$ cat src/rtl/core/clldl_pkg.sv
package clldl_pkg;

  localparam int NODE_COUNT = 16;
  localparam int IDX_W      = $clog2(NODE_COUNT + 1);
  localparam int NODE_W     = $clog2(NODE_COUNT);
  localparam int DATA_W     = 32;

  typedef logic [IDX_W-1:0]  idx_t;
  typedef logic [DATA_W-1:0] data_t;

  // header sentinel index
  localparam idx_t HDR = idx_t'(NODE_COUNT);

  typedef enum logic [2:0] {
    REQ_INS_FIRST = 3'd0,
    REQ_INS_LAST  = 3'd1,
    REQ_INS_AFTER = 3'd2,
    REQ_DEL_FIRST = 3'd3,
    REQ_DEL_LAST  = 3'd4,
    REQ_SEARCH    = 3'd5,
    REQ_COUNT     = 3'd6,
    REQ_TRAVERSE  = 3'd7
  } req_t;

  typedef enum logic [2:0] {
    STS_OK        = 3'd0,
    STS_FULL      = 3'd1,
    STS_EMPTY     = 3'd2,
    STS_NOT_FOUND = 3'd3,
    STS_BAD_POS   = 3'd4
  } status_t;

  typedef enum logic [3:0] {
    ST_IDLE,
    ST_DECODE,
    ST_INS_GETP,
    ST_INS_GETQ,
    ST_INS_GETF,
    ST_INS_LINK,
    ST_DEL_GETN,
    ST_DEL_GETL,
    ST_DEL_FREE,
    ST_WALK_START,
    ST_WALK_CHK
  } state_t;

  // reset contents of the forward links: header self-linked, free nodes chained
  function automatic idx_t next_reset_val(idx_t i);
    return (i == HDR) ? HDR : idx_t'(i + idx_t'(1));
  endfunction

  // reset contents of the back links: header self-linked
  function automatic idx_t prev_reset_val(idx_t i);
    return (i == HDR) ? HDR : '0;
  endfunction

endpackage

$ cat src/rtl/core/clldl_ram.sv
module clldl_ram #(
  parameter int WIDTH = 32,
  parameter int DEPTH = 16,
  localparam int AW   = (DEPTH > 1) ? $clog2(DEPTH) : 1
) (
  input  logic             clk,
  input  logic             wr_en,
  input  logic [AW-1:0]    wr_addr,
  input  logic [WIDTH-1:0] wr_data,
  input  logic             rd_en,
  input  logic [AW-1:0]    rd_addr,
  output logic [WIDTH-1:0] rd_data
);

  logic [WIDTH-1:0] mem [DEPTH];

  always_ff @(posedge clk) begin
    if (wr_en) begin
      mem[wr_addr] <= wr_data;
    end
  end

  // read data holds until the next read
  always_ff @(posedge clk) begin
    if (rd_en) begin
      rd_data <= mem[rd_addr];
    end
  end

endmodule

$ cat src/rtl/core/circular_doubly_linked_list_engine.sv
// Node-pool engine for a circular doubly linked list with a header sentinel
// and a free list. One request is taken at a time; in_ready is high only
// while the engine is idle. Search and traverse visit at most 16 nodes;
// the walk follows one forward link per cycle (a traverse step waits while
// a result is pending and out_ready is low) through the single read port
// of the link memory. Traverse gives one transaction per element, the last
// one flagged; any state that emits a result waits while a result is
// pending and out_ready is low. A finished result sits in an output
// register, so the next request can be accepted while it waits.
module circular_doubly_linked_list_engine (
  input  logic                              clk,
  input  logic                              rst_n,
  input  logic                              in_valid,
  output logic                              in_ready,
  input  logic [2:0]                        in_req_type,
  input  logic signed [clldl_pkg::DATA_W-1:0] in_item_value,
  input  logic [clldl_pkg::IDX_W-1:0]       in_position,
  output logic                              out_valid,
  input  logic                              out_ready,
  output logic [2:0]                        out_status,
  output logic [clldl_pkg::IDX_W-1:0]       out_node_index,
  output logic signed [clldl_pkg::DATA_W-1:0] out_data_value,
  output logic [clldl_pkg::IDX_W-1:0]       out_element_total,
  output logic                              out_last
);

  localparam int NC     = clldl_pkg::NODE_COUNT;
  localparam int IDX_W  = clldl_pkg::IDX_W;
  localparam int NODE_W = clldl_pkg::NODE_W;
  localparam int DATA_W = clldl_pkg::DATA_W;

  clldl_pkg::state_t state_r, state_nxt;
  clldl_pkg::req_t   req_r, req_nxt;
  logic [DATA_W-1:0] val_r, val_nxt;
  clldl_pkg::idx_t   pos_r, pos_nxt;
  clldl_pkg::idx_t   p_r, p_nxt;
  clldl_pkg::idx_t   q_r, q_nxt;
  clldl_pkg::idx_t   node_r, node_nxt;
  clldl_pkg::idx_t   fnext_r, fnext_nxt;
  clldl_pkg::idx_t   steps_r, steps_nxt;
  clldl_pkg::idx_t   free_head_r, free_head_nxt;
  clldl_pkg::idx_t   count_r, count_nxt;
  logic [NC-1:0]     in_use_r, in_use_nxt;
  logic [NC:0]       next_vld_r, prev_vld_r;

  // link memory read bookkeeping for the reset-value substitution
  clldl_pkg::idx_t   next_ra_r, prev_ra_r;
  logic              next_rv_r, prev_rv_r;

  logic              out_valid_r;
  clldl_pkg::status_t out_status_r;
  clldl_pkg::idx_t   out_node_r, out_total_r;
  logic [DATA_W-1:0] out_data_r;
  logic              out_last_r;

  // memory ports
  logic              next_re, next_we, prev_re, prev_we, val_re, val_we;
  clldl_pkg::idx_t   next_raddr, next_waddr, next_wdata, next_rdata;
  clldl_pkg::idx_t   prev_raddr, prev_waddr, prev_wdata, prev_rdata;
  logic [NODE_W-1:0] val_raddr, val_waddr;
  logic [DATA_W-1:0] val_wdata, val_rdata;

  clldl_pkg::idx_t   next_d, prev_d, cur, del_node, ins_p, steps1;
  logic              out_free, pos_ok, end_walk;

  logic              emit;
  clldl_pkg::status_t e_status;
  clldl_pkg::idx_t   e_node, e_total;
  logic [DATA_W-1:0] e_data;
  logic              e_last;

  clldl_ram #(.WIDTH(IDX_W), .DEPTH(NC + 1)) u_next_ram (
    .clk     (clk),
    .wr_en   (next_we),
    .wr_addr (next_waddr),
    .wr_data (next_wdata),
    .rd_en   (next_re),
    .rd_addr (next_raddr),
    .rd_data (next_rdata)
  );

  clldl_ram #(.WIDTH(IDX_W), .DEPTH(NC + 1)) u_prev_ram (
    .clk     (clk),
    .wr_en   (prev_we),
    .wr_addr (prev_waddr),
    .wr_data (prev_wdata),
    .rd_en   (prev_re),
    .rd_addr (prev_raddr),
    .rd_data (prev_rdata)
  );

  clldl_ram #(.WIDTH(DATA_W), .DEPTH(NC)) u_val_ram (
    .clk     (clk),
    .wr_en   (val_we),
    .wr_addr (val_waddr),
    .wr_data (val_wdata),
    .rd_en   (val_re),
    .rd_addr (val_raddr),
    .rd_data (val_rdata)
  );

  assign next_d = next_rv_r ? next_rdata : clldl_pkg::next_reset_val(next_ra_r);
  assign prev_d = prev_rv_r ? prev_rdata : clldl_pkg::prev_reset_val(prev_ra_r);

  assign out_free = !out_valid_r || out_ready;
  assign in_ready = (state_r == clldl_pkg::ST_IDLE);
  assign pos_ok   = (pos_r == clldl_pkg::HDR) ||
                    ((pos_r < clldl_pkg::HDR) && in_use_r[pos_r[NODE_W-1:0]]);
  assign ins_p    = (req_r == clldl_pkg::REQ_INS_FIRST) ? clldl_pkg::HDR : pos_r;
  assign del_node = (req_r == clldl_pkg::REQ_DEL_FIRST) ? next_d : prev_d;
  assign cur      = next_d;
  assign steps1   = clldl_pkg::idx_t'(steps_r + clldl_pkg::idx_t'(1));
  assign end_walk = (cur == clldl_pkg::HDR) || (steps1 == clldl_pkg::idx_t'(NC));

  always_comb begin
    state_nxt     = state_r;
    req_nxt       = req_r;
    val_nxt       = val_r;
    pos_nxt       = pos_r;
    p_nxt         = p_r;
    q_nxt         = q_r;
    node_nxt      = node_r;
    fnext_nxt     = fnext_r;
    steps_nxt     = steps_r;
    free_head_nxt = free_head_r;
    count_nxt     = count_r;
    in_use_nxt    = in_use_r;

    next_re    = 1'b0;
    next_raddr = clldl_pkg::HDR;
    next_we    = 1'b0;
    next_waddr = node_r;
    next_wdata = q_r;
    prev_re    = 1'b0;
    prev_raddr = clldl_pkg::HDR;
    prev_we    = 1'b0;
    prev_waddr = node_r;
    prev_wdata = p_r;
    val_re     = 1'b0;
    val_raddr  = cur[NODE_W-1:0];
    val_we     = 1'b0;
    val_waddr  = node_r[NODE_W-1:0];
    val_wdata  = val_r;

    emit     = 1'b0;
    e_status = clldl_pkg::STS_OK;
    e_node   = clldl_pkg::HDR;
    e_data   = '0;
    e_total  = count_r;
    e_last   = 1'b1;

    unique case (state_r)
      clldl_pkg::ST_IDLE: begin
        if (in_valid) begin
          req_nxt   = clldl_pkg::req_t'(in_req_type);
          val_nxt   = in_item_value;
          pos_nxt   = in_position;
          state_nxt = clldl_pkg::ST_DECODE;
        end
      end

      clldl_pkg::ST_DECODE: begin
        unique case (req_r)
          clldl_pkg::REQ_INS_FIRST, clldl_pkg::REQ_INS_LAST,
          clldl_pkg::REQ_INS_AFTER: begin
            node_nxt = free_head_r;
            if (free_head_r == clldl_pkg::HDR) begin
              if (out_free) begin
                emit      = 1'b1;
                e_status  = clldl_pkg::STS_FULL;
                state_nxt = clldl_pkg::ST_IDLE;
              end
            end else if (req_r == clldl_pkg::REQ_INS_LAST) begin
              prev_re   = 1'b1;
              state_nxt = clldl_pkg::ST_INS_GETP;
            end else if (req_r == clldl_pkg::REQ_INS_FIRST || pos_ok) begin
              p_nxt      = ins_p;
              next_re    = 1'b1;
              next_raddr = ins_p;
              state_nxt  = clldl_pkg::ST_INS_GETQ;
            end else if (out_free) begin
              emit      = 1'b1;
              e_status  = clldl_pkg::STS_BAD_POS;
              state_nxt = clldl_pkg::ST_IDLE;
            end
          end
          clldl_pkg::REQ_DEL_FIRST, clldl_pkg::REQ_DEL_LAST: begin
            if (count_r == '0) begin
              if (out_free) begin
                emit      = 1'b1;
                e_status  = clldl_pkg::STS_EMPTY;
                state_nxt = clldl_pkg::ST_IDLE;
              end
            end else begin
              next_re   = (req_r == clldl_pkg::REQ_DEL_FIRST);
              prev_re   = (req_r == clldl_pkg::REQ_DEL_LAST);
              state_nxt = clldl_pkg::ST_DEL_GETN;
            end
          end
          clldl_pkg::REQ_SEARCH, clldl_pkg::REQ_TRAVERSE: begin
            if (req_r == clldl_pkg::REQ_TRAVERSE && count_r == '0) begin
              if (out_free) begin
                emit      = 1'b1;
                e_status  = clldl_pkg::STS_EMPTY;
                state_nxt = clldl_pkg::ST_IDLE;
              end
            end else begin
              next_re   = 1'b1;
              steps_nxt = '0;
              state_nxt = clldl_pkg::ST_WALK_START;
            end
          end
          clldl_pkg::REQ_COUNT: begin
            if (out_free) begin
              emit      = 1'b1;
              state_nxt = clldl_pkg::ST_IDLE;
            end
          end
        endcase
      end

      clldl_pkg::ST_INS_GETP: begin
        p_nxt      = prev_d;
        next_re    = 1'b1;
        next_raddr = prev_d;
        state_nxt  = clldl_pkg::ST_INS_GETQ;
      end

      clldl_pkg::ST_INS_GETQ: begin
        q_nxt      = next_d;
        next_re    = 1'b1;
        next_raddr = node_r;
        state_nxt  = clldl_pkg::ST_INS_GETF;
      end

      clldl_pkg::ST_INS_GETF: begin
        // new node: next = q, prev = p, value stored
        fnext_nxt = next_d;
        next_we   = 1'b1;
        prev_we   = 1'b1;
        val_we    = 1'b1;
        state_nxt = clldl_pkg::ST_INS_LINK;
      end

      clldl_pkg::ST_INS_LINK: begin
        if (out_free) begin
          next_we    = 1'b1;
          next_waddr = p_r;
          next_wdata = node_r;
          prev_we    = 1'b1;
          prev_waddr = q_r;
          prev_wdata = node_r;
          in_use_nxt[node_r[NODE_W-1:0]] = 1'b1;
          count_nxt     = clldl_pkg::idx_t'(count_r + clldl_pkg::idx_t'(1));
          free_head_nxt = fnext_r;
          emit      = 1'b1;
          e_node    = node_r;
          e_data    = val_r;
          e_total   = clldl_pkg::idx_t'(count_r + clldl_pkg::idx_t'(1));
          state_nxt = clldl_pkg::ST_IDLE;
        end
      end

      clldl_pkg::ST_DEL_GETN: begin
        node_nxt = del_node;
        if (del_node == clldl_pkg::HDR) begin
          if (out_free) begin
            emit      = 1'b1;
            e_status  = clldl_pkg::STS_EMPTY;
            state_nxt = clldl_pkg::ST_IDLE;
          end
        end else begin
          next_re    = 1'b1;
          next_raddr = del_node;
          prev_re    = 1'b1;
          prev_raddr = del_node;
          val_re     = 1'b1;
          val_raddr  = del_node[NODE_W-1:0];
          state_nxt  = clldl_pkg::ST_DEL_GETL;
        end
      end

      clldl_pkg::ST_DEL_GETL: begin
        // bridge the neighbours across the removed node
        next_we    = 1'b1;
        next_waddr = prev_d;
        next_wdata = next_d;
        prev_we    = 1'b1;
        prev_waddr = next_d;
        prev_wdata = prev_d;
        state_nxt  = clldl_pkg::ST_DEL_FREE;
      end

      clldl_pkg::ST_DEL_FREE: begin
        if (out_free) begin
          next_we    = 1'b1;
          next_waddr = node_r;
          next_wdata = free_head_r;
          in_use_nxt[node_r[NODE_W-1:0]] = 1'b0;
          free_head_nxt = node_r;
          count_nxt     = clldl_pkg::idx_t'(count_r - clldl_pkg::idx_t'(1));
          emit      = 1'b1;
          e_node    = node_r;
          e_data    = val_rdata;
          e_total   = clldl_pkg::idx_t'(count_r - clldl_pkg::idx_t'(1));
          state_nxt = clldl_pkg::ST_IDLE;
        end
      end

      clldl_pkg::ST_WALK_START: begin
        if (cur == clldl_pkg::HDR) begin
          if (out_free) begin
            emit      = 1'b1;
            e_status  = (req_r == clldl_pkg::REQ_SEARCH) ? clldl_pkg::STS_NOT_FOUND
                                                         : clldl_pkg::STS_EMPTY;
            state_nxt = clldl_pkg::ST_IDLE;
          end
        end else begin
          node_nxt   = cur;
          next_re    = 1'b1;
          next_raddr = cur;
          val_re     = 1'b1;
          state_nxt  = clldl_pkg::ST_WALK_CHK;
        end
      end

      clldl_pkg::ST_WALK_CHK: begin
        // node_r's value and forward link are on the memory outputs
        if (req_r == clldl_pkg::REQ_SEARCH) begin
          if (val_rdata == val_r) begin
            if (out_free) begin
              emit      = 1'b1;
              e_node    = node_r;
              e_data    = val_r;
              state_nxt = clldl_pkg::ST_IDLE;
            end
          end else if (end_walk) begin
            if (out_free) begin
              emit      = 1'b1;
              e_status  = clldl_pkg::STS_NOT_FOUND;
              state_nxt = clldl_pkg::ST_IDLE;
            end
          end else begin
            steps_nxt  = steps1;
            node_nxt   = cur;
            next_re    = 1'b1;
            next_raddr = cur;
            val_re     = 1'b1;
          end
        end else if (out_free) begin
          emit   = 1'b1;
          e_node = node_r;
          e_data = val_rdata;
          e_last = end_walk;
          if (end_walk) begin
            state_nxt = clldl_pkg::ST_IDLE;
          end else begin
            steps_nxt  = steps1;
            node_nxt   = cur;
            next_re    = 1'b1;
            next_raddr = cur;
            val_re     = 1'b1;
          end
        end
      end

      default: begin
        state_nxt = clldl_pkg::ST_IDLE;
      end
    endcase
  end

  always_ff @(posedge clk) begin
    if (!rst_n) begin
      state_r     <= clldl_pkg::ST_IDLE;
      free_head_r <= '0;
      count_r     <= '0;
      in_use_r    <= '0;
      next_vld_r  <= '0;
      prev_vld_r  <= '0;
      out_valid_r <= 1'b0;
    end else begin
      state_r     <= state_nxt;
      free_head_r <= free_head_nxt;
      count_r     <= count_nxt;
      in_use_r    <= in_use_nxt;
      if (next_we) begin
        next_vld_r[next_waddr] <= 1'b1;
      end
      if (prev_we) begin
        prev_vld_r[prev_waddr] <= 1'b1;
      end
      if (emit) begin
        out_valid_r <= 1'b1;
      end else if (out_ready) begin
        out_valid_r <= 1'b0;
      end
    end
  end

  always_ff @(posedge clk) begin
    req_r   <= req_nxt;
    val_r   <= val_nxt;
    pos_r   <= pos_nxt;
    p_r     <= p_nxt;
    q_r     <= q_nxt;
    node_r  <= node_nxt;
    fnext_r <= fnext_nxt;
    steps_r <= steps_nxt;
    if (next_re) begin
      next_ra_r <= next_raddr;
      next_rv_r <= next_vld_r[next_raddr];
    end
    if (prev_re) begin
      prev_ra_r <= prev_raddr;
      prev_rv_r <= prev_vld_r[prev_raddr];
    end
    if (emit) begin
      out_status_r <= e_status;
      out_node_r   <= e_node;
      out_data_r   <= e_data;
      out_total_r  <= e_total;
      out_last_r   <= e_last;
    end
  end

  assign out_valid         = out_valid_r;
  assign out_status        = out_status_r;
  assign out_node_index    = out_node_r;
  assign out_data_value    = out_data_r;
  assign out_element_total = out_total_r;
  assign out_last          = out_last_r;

endmodule

$ cat config.mk
export PLATFORM = sky130hd
export DESIGN_NAME = circular_doubly_linked_list_engine
export DESIGN_NICKNAME = d
export VERILOG_FILES = /design/src/rtl/core/clldl_pkg.sv /design/src/rtl/core/clldl_ram.sv /design/src/rtl/core/circular_doubly_linked_list_engine.sv
export SDC_FILE = /design/constraint.sdc
export NUM_CORES = 1
export LEC_CHECK = 0
export ABC_CLOCK_PERIOD_IN_PS = 6200
export BUFFER_PORTS_ARGS = -buffer_cell sky130_fd_sc_hd__buf_2
export CORE_ASPECT_RATIO = 0.7
export CORE_MARGIN = 2
export CORE_UTILIZATION = 60
export DETAILED_ROUTE_END_ITERATION = 16
export PLACE_DENSITY = 0.84
export SYNTH_ARGS = -nofsm -noshare
export SYNTH_HDL_FRONTEND = slang
export SYNTH_HIERARCHICAL = 1
export SYNTH_SLANG_ARGS = --single-unit
$ cat constraint.sdc
create_clock -name clk -period 6.2 [get_ports clk]
set_input_delay 0.62 -clock clk [delete_from_list [all_inputs] [get_ports clk]]
set_output_delay 0.62 -clock clk [all_outputs]
set_load 0.05 [all_outputs]
# --- Word-level counts from Yosys, hierarchy flattened ---
# Memory sizes are Yosys's and may differ from the RTL's. A register that Yosys moved wholly into a read port is not among the register bits.
# Cells that the tools add are included.
totals:
  reg_bits: 188
  mem_bits_rw: 682
  input_bits: 44
  output_inout_bits: 48
  wordCells: 273
  n_memories: 3
classes:
  addsub: 4
  order_cmp: 10
  eq_ne: 39
  mux: 155
  bitwise_logic: 7
  n_reduce_logical: 31
mem_list:
  columns: ["name", "depth", "word_bits", "rd", "rd_clocked_by_memory_dff", "write_ports", "line_no", "rtl"]
  rows:
  - ["u_val_ram.mem", 16, 32, 1, 1, 1, "clldl_ram.sv:15", "logic [WIDTH-1:0] mem [DEPTH];"]
  - ["u_next_ram.mem", 17, 5, 1, 1, 1, "clldl_ram.sv:15", null]
  - ["u_prev_ram.mem", 17, 5, 1, 1, 1, "clldl_ram.sv:15", null]
ops:
  columns: ["operator", "count"]
  rows:
  - ["5-bit 2-to-1 mux", 45]
  - ["32-bit 2-to-1 mux", 4]
  - ["32-bit case mux with 3 select lines", 1]
  - ["5-bit case mux with 2 select lines", 8]
  - ["4-bit 2-to-1 mux", 16]
  - ["1-bit 2-to-1 mux", 42]
  - ["4-bit case mux with 10 select lines", 1]
  - ["5-bit == test (second input constant)", 7]
  - ["17-bit OR", 2]
  - ["32-bit == test", 1]
  - ["16-bit 2-to-1 mux", 2]
  - ["16-bit case mux with 2 select lines", 1]
  - ["5-bit case mux with 6 select lines", 1]
  - ["5-bit by 6-bit < comparator with 1-bit output (second input constant)", 4]
  - ["5-bit case mux with 4 select lines", 1]
  - ["3-bit 2-to-1 mux", 6]
  - ["16-bit bitwise AND", 1]
  - ["4-bit by 3-bit == test with 1-bit output (second input constant)", 4]
  - ["2-bit 2-to-1 mux", 8]
  - ["2-bit inequality test (second input constant)", 8]
  - ["16-bit inverter", 1]
  - ["16-bit OR", 1]
  - ["4-bit case mux with 4 select lines", 1]
  - ["5-bit by 1-bit adder with 5-bit output (second input constant)", 3]
  - ["other kinds (39)", 77]

# --- Depth between registers and ports, before layout ---
depth:
  word_depth: 12
  ltp_mapped: 17

# --- Modules after synthesis ---
# The synthesis kept the hierarchy.
modules_own_cells:
  columns: ["module", "n_inst", "cells_per_inst", "area_per_inst_um2", "seq_area_each_um2"]
  rows:
  - ["clldl_ram at u_val_ram", 1, 838, 20155.6, 16335.7]
  - ["circular_doubly_linked_list_engine", 1, 963, 9519.1, 4994.8]
  - ["clldl_ram at u_next_ram ...", 2, 188, 3609.7, 2702.6]

# --- Worst setup path before layout ---
# Ideal clock, no wire load.
synth_timing:
  path_type: "flip-flop to flip-flop"
  start: "reg next_ra_r[0]"
  end: "reg out_data_r[0] (netlist: out_data_value[0]), enable pin"
  setup_time_ps: 477
  arrival_ps: 4645
  t_required_ps: 5723
  setup_slack_ps: 1078
  stages_incl_launch_ff: 10
  cell_sequence: "edfxtp_1 -> ha_1 -> nor2b_1 -> a211oi_1 -> or2_2 -> clkbuf_1 -> o21ai_1 -> nor4_2 -> nand2_1 -> a41oi_1"
synth_between:
  elab_chain_cells: 9
synth_rtl:
  columns: ["item", "line_no", "rtl"]
  rows:
  - ["start: declaration", "circular_doubly_linked_list_engine.sv:47", "clldl_pkg::idx_t next_ra_r, prev_ra_r;"]
  - ["start signal: assignment", "circular_doubly_linked_list_engine.sv:411", "next_ra_r <= next_raddr;"]
  - ["5-bit by 1-bit adder with 5-bit output or 5-bit == test (tied branches)", "clldl_pkg.sv:49", "return (i == HDR) ? HDR : idx_t'(i + idx_t'(1));"]
  - ["5-bit 2-to-1 mux *", "clldl_pkg.sv:49", null]
  - ["5-bit 2-to-1 mux *", "circular_doubly_linked_list_engine.sv:102", "assign next_d = next_rv_r ? next_rdata : clldl_pkg::next_reset_val(next_ra_r);"]
  - ["5-bit == test", "circular_doubly_linked_list_engine.sv:113, circular_doubly_linked_list_engine.sv:311", null]
  - ["1-bit logical OR", "circular_doubly_linked_list_engine.sv:113", "assign end_walk = (cur == clldl_pkg::HDR) || (steps1 == clldl_pkg::idx_t'(NC));"]
  - ["1-bit 2-to-1 mux", "circular_doubly_linked_list_engine.sv:337", "end else if (end_walk) begin"]
  - ["1-bit 2-to-1 mux", "circular_doubly_linked_list_engine.sv:330", "if (val_rdata == val_r) begin"]
  - ["1-bit 2-to-1 mux", "circular_doubly_linked_list_engine.sv:329", "if (req_r == clldl_pkg::REQ_SEARCH) begin"]
  - ["1-bit case mux with 5 select lines *", "circular_doubly_linked_list_engine.sv:152", "unique case (state_r)"]
  - ["via emit", "circular_doubly_linked_list_engine.sv:66", "logic emit;"]
  - ["end signal: assignment", "circular_doubly_linked_list_engine.sv:421", "out_data_r <= e_data;"]
  - ["end: declaration", "circular_doubly_linked_list_engine.sv:53", "logic [DATA_W-1:0] out_data_r;"]
# The timed path passes the listed nets; every way through them passes the cells marked *.
# A chain may end at the register's enable or synchronous reset.

# --- Final worst setup path ---
layout_timing:
  start: "reg next_ra_r[0]"
  end: "reg u_val_ram.rd_data[15], read port of u_val_ram.mem, data pin"
layout_lines:
  columns: ["item", "line_no", "rtl"]
  rows:
  - ["5-bit by 1-bit adder with 5-bit output or 5-bit == test (tied branches)", "clldl_pkg.sv:49", null]
  - ["5-bit 2-to-1 mux *", "clldl_pkg.sv:49", null]
  - ["5-bit 2-to-1 mux *", "circular_doubly_linked_list_engine.sv:102", null]
  - ["via cur[1]", "circular_doubly_linked_list_engine.sv:63", "clldl_pkg::idx_t next_d, prev_d, cur, del_node, ins_p, steps1;"]
  - ["5-bit 2-to-1 mux *", "circular_doubly_linked_list_engine.sv:110", "assign del_node = (req_r == clldl_pkg::REQ_DEL_FIRST) ? next_d : prev_d;"]
  - ["5-bit == test *", "circular_doubly_linked_list_engine.sv:266", "if (del_node == clldl_pkg::HDR) begin"]
  - ["4-bit 2-to-1 mux *", "circular_doubly_linked_list_engine.sv:266", null]
  - ["4-bit 2-to-1 mux *", "circular_doubly_linked_list_engine.sv:152", null]
  - ["via val_raddr[2]", "circular_doubly_linked_list_engine.sv:60", "logic [NODE_W-1:0] val_raddr, val_waddr;"]
  - ["end: declaration", "clldl_ram.sv:12", "output logic [WIDTH-1:0] rd_data"]
# Marked as above.

==> metrics.txt <==
hold_sp in_item_value[13]; Post-Syn Area 36,900 µm²; Chip Height ~210 µm; final WL about 94 mm; Hold Violations, Final 0; Clock Sinks 912; outcome finished, final reports clean; final critical-path required period between 5 and 6 ns; IO Count a little over 90; Main synth FF type edfxtp_1; largest net degree at the start of global routing 66; Inserted Diodes 0; Yosys warning count 6; Post-Route Setup TNS 0 ns; CP startpoint kind register; Routed Antenna Nets 0; IO buf count 91; top post-synthesis cells by area edfxtp_1, mux4_2, dfxtp_1, a22oi_1, nor2_1; Worst Setup Slack, final between 1 and 1.5 ns; share of the synthesized area in the top cell type 68.9%; Slew HR around 3.5%; post-synth cell types 76; clk slew on worst S/H paths around 0.070 ns; via count 21,656; crit path from next_ra_r[0]; Final Util between 60% and 70%; Max FO, Critical Path 20; via density per instance approximately 6.8; CTS tree yes; Finish-stage setup viols 0; slowest CP cell and2_2; GRT Total Usage a little under a third; FMAX between 0.15 and 0.2 GHz; Worst VDD drop approximately 0.26 mV; 1st-pass router iterations 6; CP Class reg2reg; unrepaired setup endpoints after global routing no; core outline area between 60,000 and 70,000 µm²; Worst-Skew Late Latency ~0.65 ns; fin cells roughly 3,200; fin. max-slew vios 0; drt drc 0; H-tree depth 3; syn avg cell area 16.9 µm²; initial core utilization between 60% and 70%; Critical Path Sink Type register; placed insts 3,030; hpwl dp 55.3 mm; hold_buf cts 0; r2r startpoint next_ra_r[0]; first-pass GRT wire length between 100 and 150 mm; initial drt markers about 3,600; number of cells upsized or downsized after cts 0; Mapped Nets 2,226; Mapped Cells 2,177; initial antenna violation count 0; synthesis-stage register bit count 912; # Post-CTS Setup Buffers 0; CTS Buf Count just over 80; worst path cell trace inv_1, ha_1, mux2i_1, inv_1, a21oi_1, nand2_1, nor4_2, nor2_1, o21ai_0, and2_2, buf_4, a22oi_1, nand2_1; required time worst endpoint approximately 6.7 ns; Slew @ Worst Pin 1.44 ns; Routability Congestion around 0.95; grt total ovfl 0; Post-synth EDFFs around 850; row cnt 76; Worst Skew 0.0391 ns; Layout area overhead 11.4%; share of cells above drive strength 1 roughly a fifth; die area around 64,000 µm²; WL per Instance about 30 µm; Final #Nets approximately 2,300; class of the worst hold path in2reg; CTS Buffer Depth 3; vias in the first global route ~21,000; Final period util between 80 and 90%; Max Cap Viol 0; Die X-Extent roughly 300 µm; ys async rst share 0%; data arrival time of the critical path between 5 and 6 ns; worst stage delay on the critical path 0.82 ns; PD cells roughly 350 nW/µm²; LEAKAGE approximately 13 nW; Root Buffer clkbuf_16; cell type with the largest total area after synthesis edfxtp_1; sequential area share after synthesis between 70% and 80%; pre-CTS setup slack between 1 and 1.5 ns
report_power, final:
group	total [mW]	switching, mW	internal [mW]
clock	5.06	2.25	2.81
combinational	2.18	1.40	0.781
sequential	7.34	0.263	7.08
per-layer routing:
metal	routed length, µm	up-vias	GRT usage (%)	share of wire (%)
li1	-	8940	-	-
met1	35700	10774	44.2	38
met2	42100	1679	44.1	45
met3	13300	263	8.52	14
met4	3090	0	9.55	3.3
met5	0	-	0	0
kinds of logic (layout without fill, tap and decap cells):
logic type	count (synthesis)	count (layout)	synth area share, %
mux	204	204	11.1
fa+ha+maj	5	5	0.170
xor+xnor	41	41	0.973
compound gates	362	362	7.06
simple gates	512	512	6.45
flops	912	912	72.5
buf+inv	141	325	1.79
cells in the final DEF, fill, tap and decap left out, types with 13 or more instances in the layout:
| cell | instances |
|---|---|
| clkbuf_16 | 84 |
| mux2_2 | 13 |
| edfxtp_1 | 847 |
| nor3_1 | 23 |
| dfxtp_1 | 65 |
| buf_4 | 50 |
| inv_1 | 30 |
| mux4_2 | 147 |
| a22o_1 | 18 |
| nor2_4 | 13 |
| nor2b_1 | 38 |
| clkinv_2 | 15 |
| buf_2 | 91 |
| nand2b_1 | 23 |
| xor2_1 | 39 |
| nor2_1 | 167 |
| nand3_1 | 26 |
| nor4_1 | 13 |
| clkinv_1 | 19 |
| mux2i_1 | 32 |
| a211oi_1 | 23 |
| o21ai_0 | 37 |
| a22oi_1 | 104 |
| nand2_1 | 138 |
| a21oi_1 | 67 |
critical path: cells and delay by family (launching register included):
| kind | cells | cell delay [ns] |
|---|---|---|
| DFF | 1 | 0.44 |
| and+or+nand+nor | 5 | 1.70 |
| muxes | 1 | 0.46 |
| buffers and inverters | 3 | 0.76 |
| adders and majority gates | 1 | 0.30 |
| AOI/OAI and AO/OA | 3 | 1.32 |
state kept, by name, indices dropped and copies added, names as in the netlist, 4 cells and up, named ones only:
name,cells
u_val_ram/mem,512
u_next_ram/mem,85
u_prev_ram/mem,85
out_data_value,32
u_val_ram/rd_data,32
val_r,32
next_vld_r,17
prev_vld_r,17
count_r,5
fnext_r,5
free_head_r,5
next_ra_r,5
node_r,5
out_element_total,5
out_node_index,5
p_r,5
pos_r,5
prev_ra_r,5
q_r,5
steps_r,5
u_next_ram/rd_data,5
u_prev_ram/rd_data,5
state_r,4
Yosys cell counts, types with 17 or more instances:
library cell / n
edfxtp_1: 847
nor2_1: 182
mux4_2: 147
nand2_1: 139
a22oi_1: 104
a21oi_1: 67
dfxtp_1: 65
clkbuf_1: 59
nor2b_1: 41
xor2_1: 39
o21ai_0: 38
mux2i_1: 32
inv_1: 30
nor3_1: 28
nand3_1: 26
a211oi_1: 23
nand2b_1: 23
a22o_1: 18
buf_2: 17
final timing paths:
| check | end | slack, ns | cells after the start |
|---|---|---|---|
| max | u_val_ram/rd_data[15] | 1.10 | 13 |
| min | val_r[13] | 0.15 | 1 |
| max reg2reg | u_val_ram/rd_data[15] | 1.10 | 13 |
| min reg2reg | prev_vld_r[16] | 0.47 | 2 |
through the flow:
| step | total power, mW | instance area (µm²) | hold slack (ns) |
|---|---|---|---|
| 2_1_floorplan | 8.89 | 36900 | 0.429 |
| 3_3_place_gp | 9.51 | 38400 | 0.445 |
| 5_1_grt | 15.0 | 41100 | 0.126 |
| 3_5_place_dp | 9.57 | 38400 | 0.458 |
| 6_report | 14.6 | 41100 | 0.145 |
| 4_1_cts | 14.6 | 41100 | 0.121 |
cell type report:
cell class | count | area [µm²]
clock buffers | 97 | 2160
clock inverters | 53 | 508
fillers | 3785 | 20000
inverters | 32 | 123
multi-input cells | 1124 | 9680
flip-flops and latches | 912 | 26700
well taps | 819 | 1020
repair buffers | 143 | 871
Note: power is estimated with default switching activity, not from simulation.
